--- src/design/scpd_pkg.sv ---
// ----------------------------------------------------------------------------
// scpd_pkg
// Shared types, constants and the sine table of the sliding correlator.
// ----------------------------------------------------------------------------
package scpd_pkg;

    localparam int SAMPLE_BITS  = 16;
    localparam int PROD_W       = SAMPLE_BITS + 1;
    localparam int MAG_W        = 52;
    localparam int PHASE_W      = 16;
    localparam int WIN_LEN_W    = 11;
    localparam int SLOPE_W      = 4;
    localparam int CFG_DATA_W   = 16;
    localparam int CFG_IDX_W    = 2;
    localparam int SINE_ENTRIES = 256;
    localparam int SINE_IDX_W   = $clog2(SINE_ENTRIES);

    localparam logic [CFG_IDX_W-1:0] CFG_PHASE_INC = 2'd0;
    localparam logic [CFG_IDX_W-1:0] CFG_WIN_LEN   = 2'd1;
    localparam logic [CFG_IDX_W-1:0] CFG_SLOPE_CNT = 2'd2;

    localparam logic [PHASE_W-1:0]   RST_PHASE_INC = 16'd6554;
    localparam logic [WIN_LEN_W-1:0] RST_WIN_LEN   = 11'd170;
    localparam logic [SLOPE_W-1:0]   RST_SLOPE_CNT = 4'd3;

    localparam logic [PHASE_W-1:0] QUARTER_TURN = 16'd16384;
    localparam logic [SLOPE_W-1:0] SLOPE_SAT    = 4'd15;
    localparam logic [MAG_W-1:0]   MAG_MAX      = {MAG_W{1'b1}};

    localparam logic [63:0] Q30_ONE     = 64'd1 << 30;
    localparam logic [63:0] HALF_PI_Q30 = 64'd1686629713;

    typedef struct packed {
        logic signed [SAMPLE_BITS-1:0] sample_i;
        logic signed [SAMPLE_BITS-1:0] sample_q;
    } t_in_item;

    typedef struct packed {
        logic [MAG_W-1:0] magnitude_squared;
        logic             peak_found;
    } t_out_item;

    typedef struct packed {
        logic [PHASE_W-1:0]   phase_inc;
        logic [WIN_LEN_W-1:0] win_len;
    } t_front_cfg;

    typedef enum logic [1:0] {
        BK_IDLE,
        BK_SUM,
        BK_SQUARE,
        BK_DETECT
    } t_back_state;

    typedef logic signed [SAMPLE_BITS-1:0] t_sine_rom [SINE_ENTRIES];

    function automatic t_sine_rom build_sine_rom();
        t_sine_rom   rom;
        logic [63:0] f;
        logic [63:0] quad;
        logic [63:0] r;
        logic [63:0] x;
        logic [63:0] x2;
        logic [63:0] t;
        logic [63:0] s;
        for (int k = 0; k < SINE_ENTRIES; k++) begin
            f    = ((64'(k) << 32) / SINE_ENTRIES) & 64'hFFFF_FFFF;
            quad = f >> 30;
            r    = f & (Q30_ONE - 64'd1);
            if (quad[0]) begin
                r = Q30_ONE - r;
            end
            x  = (r * HALF_PI_Q30) >> 30;
            x2 = (x * x) >> 30;
            t  = Q30_ONE - ((x2 * Q30_ONE) >> 30) / 110;
            t  = Q30_ONE - ((x2 * t) >> 30) / 72;
            t  = Q30_ONE - ((x2 * t) >> 30) / 42;
            t  = Q30_ONE - ((x2 * t) >> 30) / 20;
            t  = Q30_ONE - ((x2 * t) >> 30) / 6;
            s  = (x * t) >> 30;
            s  = (s + (64'd1 << 14)) >> 15;
            if (s > 64'd32767) begin
                s = 64'd32767;
            end
            if (quad >= 64'd2) begin
                rom[k] = -$signed(s[SAMPLE_BITS-1:0]);
            end else begin
                rom[k] = $signed(s[SAMPLE_BITS-1:0]);
            end
        end
        return rom;
    endfunction

    localparam t_sine_rom SINE_ROM = build_sine_rom();

endpackage

--- src/design/scpd_fifo.sv ---
// ----------------------------------------------------------------------------
// scpd_fifo
// Two-entry queue between the front end and the back end.
// ----------------------------------------------------------------------------
module scpd_fifo #(
    parameter int WIDTH = 45
) (
    input  logic             i_clk,
    input  logic             i_rst_n,
    input  logic             i_push,
    input  logic [WIDTH-1:0] i_push_data,
    output logic             o_full,
    input  logic             i_pop,
    output logic [WIDTH-1:0] o_data,
    output logic             o_empty
);
    import scpd_pkg::*;

    logic [WIDTH-1:0] r_mem [2];
    logic             r_wr_ptr;
    logic             r_rd_ptr;
    logic [1:0]       r_count;

    assign o_full  = (r_count == 2'd2);
    assign o_empty = (r_count == 2'd0);
    assign o_data  = r_mem[r_rd_ptr];

    always_ff @(posedge i_clk) begin
        if (!i_rst_n) begin
            r_wr_ptr <= 1'b0;
            r_rd_ptr <= 1'b0;
            r_count  <= 2'd0;
        end else begin
            if (i_push) begin
                r_wr_ptr <= ~r_wr_ptr;
            end
            if (i_pop) begin
                r_rd_ptr <= ~r_rd_ptr;
            end
            if (i_push && !i_pop) begin
                r_count <= r_count + 2'd1;
            end else if (i_pop && !i_push) begin
                r_count <= r_count - 2'd1;
            end
        end
    end

    always_ff @(posedge i_clk) begin
        if (i_push) begin
            r_mem[r_wr_ptr] <= i_push_data;
        end
    end

endmodule

--- config.mk ---
export PLATFORM = sky130hd
export DESIGN_NAME = scpd_fifo
export DESIGN_NICKNAME = d
export VERILOG_FILES = /design/src/design/scpd_pkg.sv /design/src/design/scpd_fifo.sv
export SDC_FILE = /design/constraint.sdc
export NUM_CORES = 1
export LEC_CHECK = 0
export BUFFER_PORTS_ARGS = -buffer_cell sky130_fd_sc_hd__buf_2
export CELL_PAD_IN_SITES_DETAIL_PLACEMENT = 0
export CELL_PAD_IN_SITES_GLOBAL_PLACEMENT = 1
export CORE_ASPECT_RATIO = 0.75
export CORE_MARGIN = 2
export CORE_UTILIZATION = 43
export DETAILED_ROUTE_END_ITERATION = 8
export GPL_ROUTABILITY_DRIVEN = 0
export HOLD_SLACK_MARGIN = 0.08
export PLACE_DENSITY_LB_ADDON = 0.3
export SLEW_MARGIN = 20
export SYNTH_ARGS = -nofsm -noshare
export SYNTH_HDL_FRONTEND = slang
export SYNTH_SLANG_ARGS = --single-unit
export TNS_END_PERCENT = 1
--- constraint.sdc ---
create_clock -name i_clk -period 4.45 [get_ports i_clk]
set_input_delay 0.89 -clock i_clk [delete_from_list [all_inputs] [get_ports i_clk]]
set_output_delay 0.89 -clock i_clk [all_outputs]
set_load 0.05 [all_outputs]
==> flow_summary.json, run 1 <==
{
  "vias": 1752,
  "clock_skew_ns": 0.00500,
  "grt_usage_pct": 13.7,
  "critPathMaxStageDelay_ns": 0.76,
  "crit_type": "register to output pin",
  "post-cts-setup-buffers": 0,
  "synth-seq-cells": 95,
  "grt_pass1_vias": 1716,
  "critPathLaunchType": "register",
  "num-fill-cells": 674,
  "initial_core_util_pct": 44.1,
  "yosysWarnings": 0,
  "worstPathCellList": "mux2_2, buf_2",
  "drc": 0,
  "core_area_um2": 7880,
  "wire_per_inst_um": 15.5,
  "cts_resized": 0,
  "final_common_cell": "buf_2",
  "syn_avg_cell_area_um2": 21.5,
  "ff2ff_path_depth": 2,
  "path_max_fanout": 45,
  "timing.hold.ws_ns": 0.520,
  "min_delay_path_depth": 2,
  "num_rows": 28,
  "cts_hold_buf": 0,
  "finalNetCount": 314,
  "maxSlewViolCount": 0,
  "cts.clk_slew.worst_paths_ns": 0.08,
  "ir_worst_vdd_mv": 0.295,
  "critical_path_buf_inv_count": 1,
  "dieArea_um2": 8830,
  "firstDrtPassIters": 3,
  "hold_viol_final": 0,
  "cts.sinks": 95,
  "cts_buffers": 9,
  "required_ns": 3.56,
  "slowest_stage": "dfxtp_4",
  "path_depth": 2,
  "viasPerCell": 4.67,
  "drt_iter0_markers": 53,
  "grt_pass1_wl_mm": 8.67,
  "grt_start_max_net_pins": 46,
  "worstMarginPinSlew_ns": 0.694,
  "drt-total-wl_mm": 5.81,
  "status": "finished, final reports clean",
  "layout_common_cells": "buf_2, edfxtp_1, mux2_2",
  "die_y_um": 81.9,
  "maxCapViolCount": 0,
  "place.port_buffers": 95,
  "netlist_area_um2": 3480,
  "antenna_found_initial": 0,
  "ys_types": 17,
  "layout-drive-gt1-share_pct": 58.7,
  "critPathArrivalTime_ns": 1.75,
  "fin_setup_tns_ns": 0,
  "dieWidth_um": 108,
  "rsz0062_at_grt": "false",
  "cts_root_buf": "clkbuf_8",
  "ctsHtreeMaxLevel": 3,
  "cts_buffer_depth": 2,
  "cts_tree": "done",
  "power_density_nw_per_um2": 451,
  "critPathTopFamily": "flip-flops",
  "antenna_left": 0,
  "p_leak_uw": 0.00159,
  "synth_nets": 212,
  "ys_seq_area_share_pct": 80.6,
  "slew_headroom_pct": 53.6,
  "fmax_mhz": 378,
  "min_path_type": "register to register",
  "clk_latency_ns": 0.35,
  "grt.overflow.total": 0,
  "syn2layout_area_growth_pct": 22.1,
  "critPathCaptureType": "output pin",
  "netlist_instances": 162,
  "fin_util_pct": 53.9,
  "hpwl_mm": 3.73,
  "post-route-min-period_ns": 2.64,
  "finalCritPeriodShare_pct": 59.4,
  "p_total_uw": 1910,
  "setup_viol": 0,
  "io_pins": 96
}
-- report_power, final --
group / total (uW) / switching [uW] / internal (uW) / leakage, uW
logic: 321 / 224 / 97.1 / 0.000612
registers: 1060 / 28.3 / 1030 / 0.000887
clock network: 535 / 278 / 257 / 0.0000876
-- cell type report --
type	instances	area, um^2	area share, %
sequential	95	2810	66.1
multi-input combinational	61	632	14.9
timing repair buffer	96	483	11.4
tap	105	131	3.09
clock buffer	10	128	3.00
clock inverter	6	61.3	1.44
inverter	1	3.75	0.0884
antenna	1	2.50	0.0589
-- path summary, 6_finish.rpt --
| check | slack [ns] | to | startpoint |
|---|---|---|---|
| worst max register to register | 2.76 | r_mem[0][26]$_DFFE_PP_ | r_wr_ptr$_SDFFE_PN0P_ |
| worst max-delay path | 1.81 | o_data[7] | register |
| worst min-delay path | 0.52 | r_count[1]$_SDFFE_PN0P_ | r_count[1]$_SDFFE_PN0P_ |
| worst min register to register | 0.52 | r_count[1]$_SDFFE_PN0P_ | r_count[1]$_SDFFE_PN0P_ |
-- per-stage QoR --
| stage | worst slack, ns | instance area [um^2] | std cells |
|---|---|---|---|
| finish | 1.81 | 4250 | 375 |
| floorplan | 1.07 | 3480 | 162 |
| detailed placement | 1.81 | 4050 | 358 |
| CTS | 1.41 | 4240 | 374 |
| global placement | 1.81 | 4050 | 358 |
| global route | 1.69 | 4250 | 374 |
-- sequential cells by signal, indices dropped and copies added (netlist names), named ones only --
signal    flops
r_wr_ptr      1
r_count       2
r_rd_ptr      1
r_mem        90
-- synthesized netlist by cell type --
| master | number | area share [%] |
|---|---|---|
| a21boi_1 | 1 | 0.22 |
| and2_1 | 4 | 0.72 |
| and2b_2 | 1 | 0.25 |
| buf_2 | 1 | 0.14 |
| buf_6 | 4 | 1.3 |
| dfxtp_1 | 5 | 2.9 |
| edfxtp_1 | 90 | 78 |
| ha_1 | 1 | 0.36 |
| inv_1 | 1 | 0.11 |
| mux2_2 | 45 | 15 |
| nor2_1 | 1 | 0.11 |
| nor2b_1 | 2 | 0.36 |
| o21a_1 | 1 | 0.22 |
| o21ai_0 | 1 | 0.14 |
| or3_1 | 1 | 0.18 |
| xnor2_1 | 1 | 0.25 |
| xor2_1 | 2 | 0.50 |
-- logic make-up (layout without fill, tap and decap cells) --
kind of cell               after synthesis  after routing  share of synthesized area (%)
AOI/OAI and AO/OA                        3              3                          0.576
xor gates and xnor gates                 3              3                          0.756
adders and majority gates                1              1                          0.360
buffers and inverters                    6            113                           1.55
DFF                                     95             95                           80.6
muxes                                   45             45                           14.6
other                                    0              1                              0
and+or+nand+nor                          9              9                           1.62
-- worst min-delay path, stage by stage (launching register included) --
cell,delay [ns]
dfxtp_1,0.34
o21ai_0,0.08
a21boi_1,0.06
-- per-layer routing --
layer / up-vias / wire (um) / track usage (%)
li1: 836 / - / -
met1: 852 / 2560 / 17.4
met2: 58 / 2790 / 20.8
met3: 6 / 420 / 6.75
met4: 0 / 42 / 4.23
met5: - / 0 / 0
No activity file was read; power rests on OpenSTA's default activity.
==> run 2, diff against run 1 <==
Settings changed: CORE_UTILIZATION 43 to 39.
Clock period 4.45 ns to 2.25 ns, I/O delays scaled along.
==> run 2 against run 1 <==
Effect of this change: register-to-register slack worse by 1.8 ns; critical path type unchanged; total power grew 110%; flip-flop and latch count stayed put; worst hold slack lost 0.22 ns; final cell count grew 1.9%; cell area is 3.0% higher; the run now ends with design-rule violations left; non-clock buffer count grew 5; first-iteration DRC count fell by 15%; utilization decreased by 2.8 points; die area increased by 9.8%; largest power group unchanged; count of clock-buffer cells in the layout rose by 1.
==> flow_summary.json, run 2 (synthesis results as in run 1) <==
{
  "maxSlewViolCount": 0,
  "critPathArrivalTime_ns": 1.51,
  "hpwl_mm": 3.92,
  "setup_viol": 0,
  "min_path_type": "primary input to register",
  "finalNetCount": 319,
  "crit_type": "register to output pin",
  "rsz0062_at_grt": "false",
  "critPathCaptureType": "output pin",
  "largest_reg_flops": 90,
  "ctsHtreeMaxLevel": 3,
  "multi_input_area_um2": 631,
  "ir_worst_vdd_mv": 0.354,
  "antenna_left": 0,
  "viasPerCell": 4.66,
  "cts.clk_slew.worst_paths_ns": 0.07,
  "critPathMaxStageDelay_ns": 0.38,
  "slowest_stage": "mux2_2",
  "cts_buffer_depth": 2,
  "die_y_um": 85.8,
  "io_pins": 96,
  "core_area_um2": 8560,
  "grt.overflow.total": 0,
  "cts_buffers": 9,
  "layout_common_cells": "buf_2, edfxtp_1, mux2_2",
  "power_density_nw_per_um2": 935,
  "syn2layout_area_growth_pct": 25.8,
  "wire_per_inst_um": 15.7,
  "post-route-min-period_ns": 1.96,
  "grt_start_max_net_pins": 32,
  "antenna_found_initial": 0,
  "violations": "design-rule violations",
  "maxCapViolCount": 0,
  "cts_root_buf": "clkbuf_16",
  "vias": 1780,
  "layout-drive-gt1-share_pct": 59.5,
  "rrSetupSlack_ns": 0.99,
  "worstPathCellList": "buf_12, mux2_2, buf_2",
  "fin_setup_tns_ns": 0,
  "grt_pass1_vias": 1909,
  "clk_latency_ns": 0.33,
  "drt-total-wl_mm": 5.99,
  "cts.sinks": 95,
  "top_register": "r_mem",
  "cts_hold_buf": 0,
  "worst_r2r_endpoint": "r_mem[1][1]$_DFFE_PP_",
  "cts_resized": 0,
  "final_common_cell": "buf_2",
  "cp-endpoint": "o_data[40]",
  "post-cts-setup-buffers": 0,
  "hold_viol_final": 0,
  "grt_pass1_wl_mm": 9.29,
  "firstDrtPassIters": 6,
  "regArea_um2": 2800,
  "num_rows": 29,
  "fmax_mhz": 510,
  "num-fill-cells": 734,
  "status": "complete, but fails checks",
  "finalCritPeriodShare_pct": 87.1,
  "p_leak_uw": 0.00165,
  "r2r-start": "r_wr_ptr$_SDFFE_PN0P_",
  "ff2ff_path_depth": 2,
  "worstMarginPinSlew_ns": 0.390,
  "dieArea_um2": 9700,
  "dieWidth_um": 113,
  "critPathLaunchType": "register",
  "grt_usage_pct": 12.8,
  "timing.hold.ws_ns": 0.304,
  "slew_headroom_pct": 74.0,
  "required_ns": 1.80,
  "initial_core_util_pct": 40.6,
  "clock_skew_ns": 0.00892,
  "path_max_fanout": 31,
  "drt_iter0_markers": 45,
  "cts_tree": "done",
  "top_regs": "r_mem (90), r_count (2)",
  "place.port_buffers": 95,
  "diodes": 0,
  "drc": 6
}
## run 2: changes by cell type in the layout (fill, tap and decap cells not counted), sizes merged
cell / previous run / this run
buf: 96 / 101
bufinv: 1 / 0
clkbuf: 10 / 11
clkinv: 3 / 2
clkinvlp: 2 / 3
diode: 1 / 0
## run 2: worst min path at each step
stage | startpoint | end | slack [ns] | cells after the start
global placement | r_count[1]$_SDFFE_PN0P_ | r_count[1]$_SDFFE_PN0P_ | 0.49 | 2
CTS | i_push_data[23] | r_mem[0][23]$_DFFE_PP_ | 0.29 | 1
global route | i_push_data[36] | r_mem[0][36]$_DFFE_PP_ | 0.29 | 1
detailed placement | r_count[1]$_SDFFE_PN0P_ | r_count[1]$_SDFFE_PN0P_ | 0.50 | 2
floorplan | r_count[1]$_SDFFE_PN0P_ | r_count[1]$_SDFFE_PN0P_ | 0.47 | 2
finish | i_push_data[23] | r_mem[1][23]$_DFFE_PP_ | 0.30 | 1
## run 2: routing by layer
metal	routed length, um	up-vias	track usage, %
met2	2850	61	21.1
met5	0	-	0
li1	-	846	-
met1	2640	867	15.3
met4	56	0	3.33
met3	444	6	5.94
## run 2: critical path, delay by kind of cell, from the launching register on
family / cells / cell delay (ns)
flops: 1 / 0.35
buf+inv: 2 / 0.42
mux: 1 / 0.38
## run 2: report_power, final
part           internal [uW]  leakage, uW  switching (uW)
Clock                    747     0.000119             594
Combinational            205     0.000640             480
Sequential              2040     0.000887            25.9
## run 2: area by class of cell
type                    instances  area share, %
clock buffers                  11           5.32
flip-flops and latches         95           64.1
clock inverters                 5          0.801
repair buffers                101           12.2
multi-input cells              61           14.4
inverters                       1         0.0858
well taps                     108           3.09
## run 2: per-stage QoR
| step | setup WS (ns) | total power, uW | util [%] | cell area [um^2] | instances |
|---|---|---|---|---|---|
| after global placement | 0.649 | 2790 | 48.0 | 4110 | 366 |
| after floorplan | 0.164 | 2620 | - | 3480 | 162 |
| after global routing | 0.238 | 4260 | 51.1 | 4370 | 382 |
| after detailed placement | 0.636 | 2800 | 48.0 | 4110 | 366 |
| after CTS | 0.275 | 4150 | 51.1 | 4370 | 382 |
| final | 0.290 | 4090 | 51.1 | 4370 | 382 |
==> run 3, diff against run 2 <==
Settings changed: BUFFER_PORTS_ARGS -buffer_cell sky130_fd_sc_hd__buf_2 to not set, CORE_UTILIZATION 39 to 47, DONT_BUFFER_PORTS set to 1.
==> run 3 against run 2 <==
Effect of this change: the run now ends clean; count of clock-buffer cells in the layout is 1 lower; clock skew hardly changed; flip-flop and latch count stayed put.
==> flow_summary.json, run 3 (synthesis results as in run 1) <==
{
  "status": "finished, final reports clean",
  "post-cts-setup-buffers": 0,
  "num-fill-cells": 581,
  "grt.overflow.total": 0,
  "cts_hold_buf": 0,
  "place_area_um2": 3610,
  "switching_power_uw": 980,
  "fin_cells": 279,
  "grt_usage_pct": 13.5,
  "drt-total-wl_mm": 5.24,
  "layout_common_cells": "edfxtp_1, mux2_2, clkbuf_8",
  "cts_buffer_depth": 2,
  "layout-drive-gt1-share_pct": 37.6,
  "cts.clk_slew.worst_paths_ns": 0.08,
  "dp_cells": 263,
  "vias": 1447,
  "place.port_buffers": 0,
  "syn2layout_area_growth_pct": 9.32,
  "clk_latency_ns": 0.34,
  "finalCritPeriodShare_pct": 89.0,
  "antenna_left": 0,
  "dieArea_um2": 8110,
  "diodes": 0,
  "slew_headroom_pct": 58.9,
  "p_total_uw": 3650,
  "antenna_found_initial": 0,
  "rsz0062_at_grt": "false",
  "grt_pass1_wl_mm": 7.82,
  "cts_buffers": 9,
  "slowest_stage": "mux2_2",
  "grt_start_max_net_pins": 47,
  "critPathMaxStageDelay_ns": 0.52,
  "r2r-start": "r_wr_ptr$_SDFFE_PN0P_",
  "worstPathCellList": "buf_4, mux2_2",
  "wire_per_inst_um": 18.8,
  "min_delay_path_depth": 0,
  "critical_path_buf_inv_count": 1,
  "critPathArrivalTime_ns": 1.55,
  "power.share.clock_pct": 28.1,
  "maxCapViolCount": 0,
  "post-route-min-period_ns": 2.00,
  "top_register": "r_mem",
  "combPwrFrac_pct": 15.4,
  "firstDrtPassIters": 4,
  "io_pins": 96,
  "path_max_fanout": 31,
  "initial_core_util_pct": 47.9,
  "wl_met2_mm": 2.64,
  "met3RoutedLength_um": 643,
  "die_y_um": 78.5,
  "maxSlewViolCount": 0,
  "ir_worst_vdd_mv": 0.479,
  "cts_root_buf": "clkbuf_8",
  "wirelength_met1_mm": 1.89,
  "ff2ff_path_depth": 2,
  "viasPerCell": 5.19,
  "clock_skew_ns": 0.00919,
  "whs_endpoint": "r_mem[1][20]$_DFFE_PP_",
  "required_ns": 1.80,
  "hold_viol_final": 0,
  "min_path_type": "primary input to register",
  "critPathTopFamily": "multiplexers",
  "cts_resized": 0,
  "design_area_um2": 3800,
  "top_regs": "r_mem (90), r_count (2)",
  "p_seq_share_pct": 56.5,
  "p_int_uw": 2670,
  "ctsHtreeMaxLevel": 3,
  "fin_setup_tns_ns": 0,
  "drt_iter0_markers": 57,
  "fmax_mhz": 499,
  "num_rows": 27,
  "worst_r2r_endpoint": "r_mem[1][22]$_DFFE_PP_",
  "largest_reg_flops": 90,
  "p_leak_uw": 0.00124,
  "setup_viol": 0,
  "finalNetCount": 223,
  "crit_type": "register to output pin",
  "critPathLaunchType": "register",
  "critPathCaptureType": "output pin",
  "cts.sinks": 95,
  "power_density_nw_per_um2": 961,
  "hpwl_mm": 3.54,
  "p_sw_share_pct": 26.8,
  "rrSetupSlack_ns": 0.74,
  "core_area_um2": 7260,
  "hold_start": "i_push_data[20]",
  "final_common_cell": "edfxtp_1",
  "worstMarginPinSlew_ns": 0.617,
  "top_layer": "met4",
  "grt_pass1_vias": 1529,
  "drc": 0,
  "dieWidth_um": 103,
  "cts_tree": "done",
  "timing.hold.ws_ns": 0.200
}
run 3: final cells by class:
| cell class | instances | area (um^2) | share of cell area, % |
|---|---|---|---|
| inverter | 1 | 3.75 | 0.0987 |
| clock inverter | 6 | 60.1 | 1.58 |
| sequential | 95 | 2800 | 73.7 |
| tap | 101 | 126 | 3.32 |
| clock buffer | 10 | 128 | 3.36 |
| multi-input combinational | 61 | 631 | 16.6 |
| timing repair buffer | 5 | 50.0 | 1.32 |
run 3: power by group through the flow:
stage                     registers [uW]  clock network, uW  logic, uW
final                               2060               1030        563
after global routing                2070               1150        586
after CTS                           2070               1070        571
after detailed placement            2110                  0        569
after global placement              2100                  0        561
after floorplan                     2100                  0        523
run 3: routing by layer:
metal | GRT usage, % | vias up
li1 | - | 649
met2 | 21.6 | 65
met1 | 14.0 | 725
met3 | 9.35 | 8
met5 | 0 | -
met4 | 4.34 | 0
run 3: per-stage QoR:
stage / worst slack, ns / utilization (%)
final: 0.247 / 52.4
after global routing: 0.123 / 52.4
after CTS: 0.189 / 52.4
after detailed placement: 0.582 / 49.8
after global placement: 0.626 / 49.8
after floorplan: 0.164 / -
run 3: worst max path at each step:
stage	startpoint	end	slack (ns)	cells after the start
floorplan	i_push	r_mem[0][0]$_DFFE_PP_	0.16	1
global placement	register	o_data[43]	0.63	2
detailed placement	register	o_data[14]	0.58	2
CTS	register	o_data[14]	0.19	2
global route	register	o_data[14]	0.12	2
finish	register	o_data[14]	0.25	2
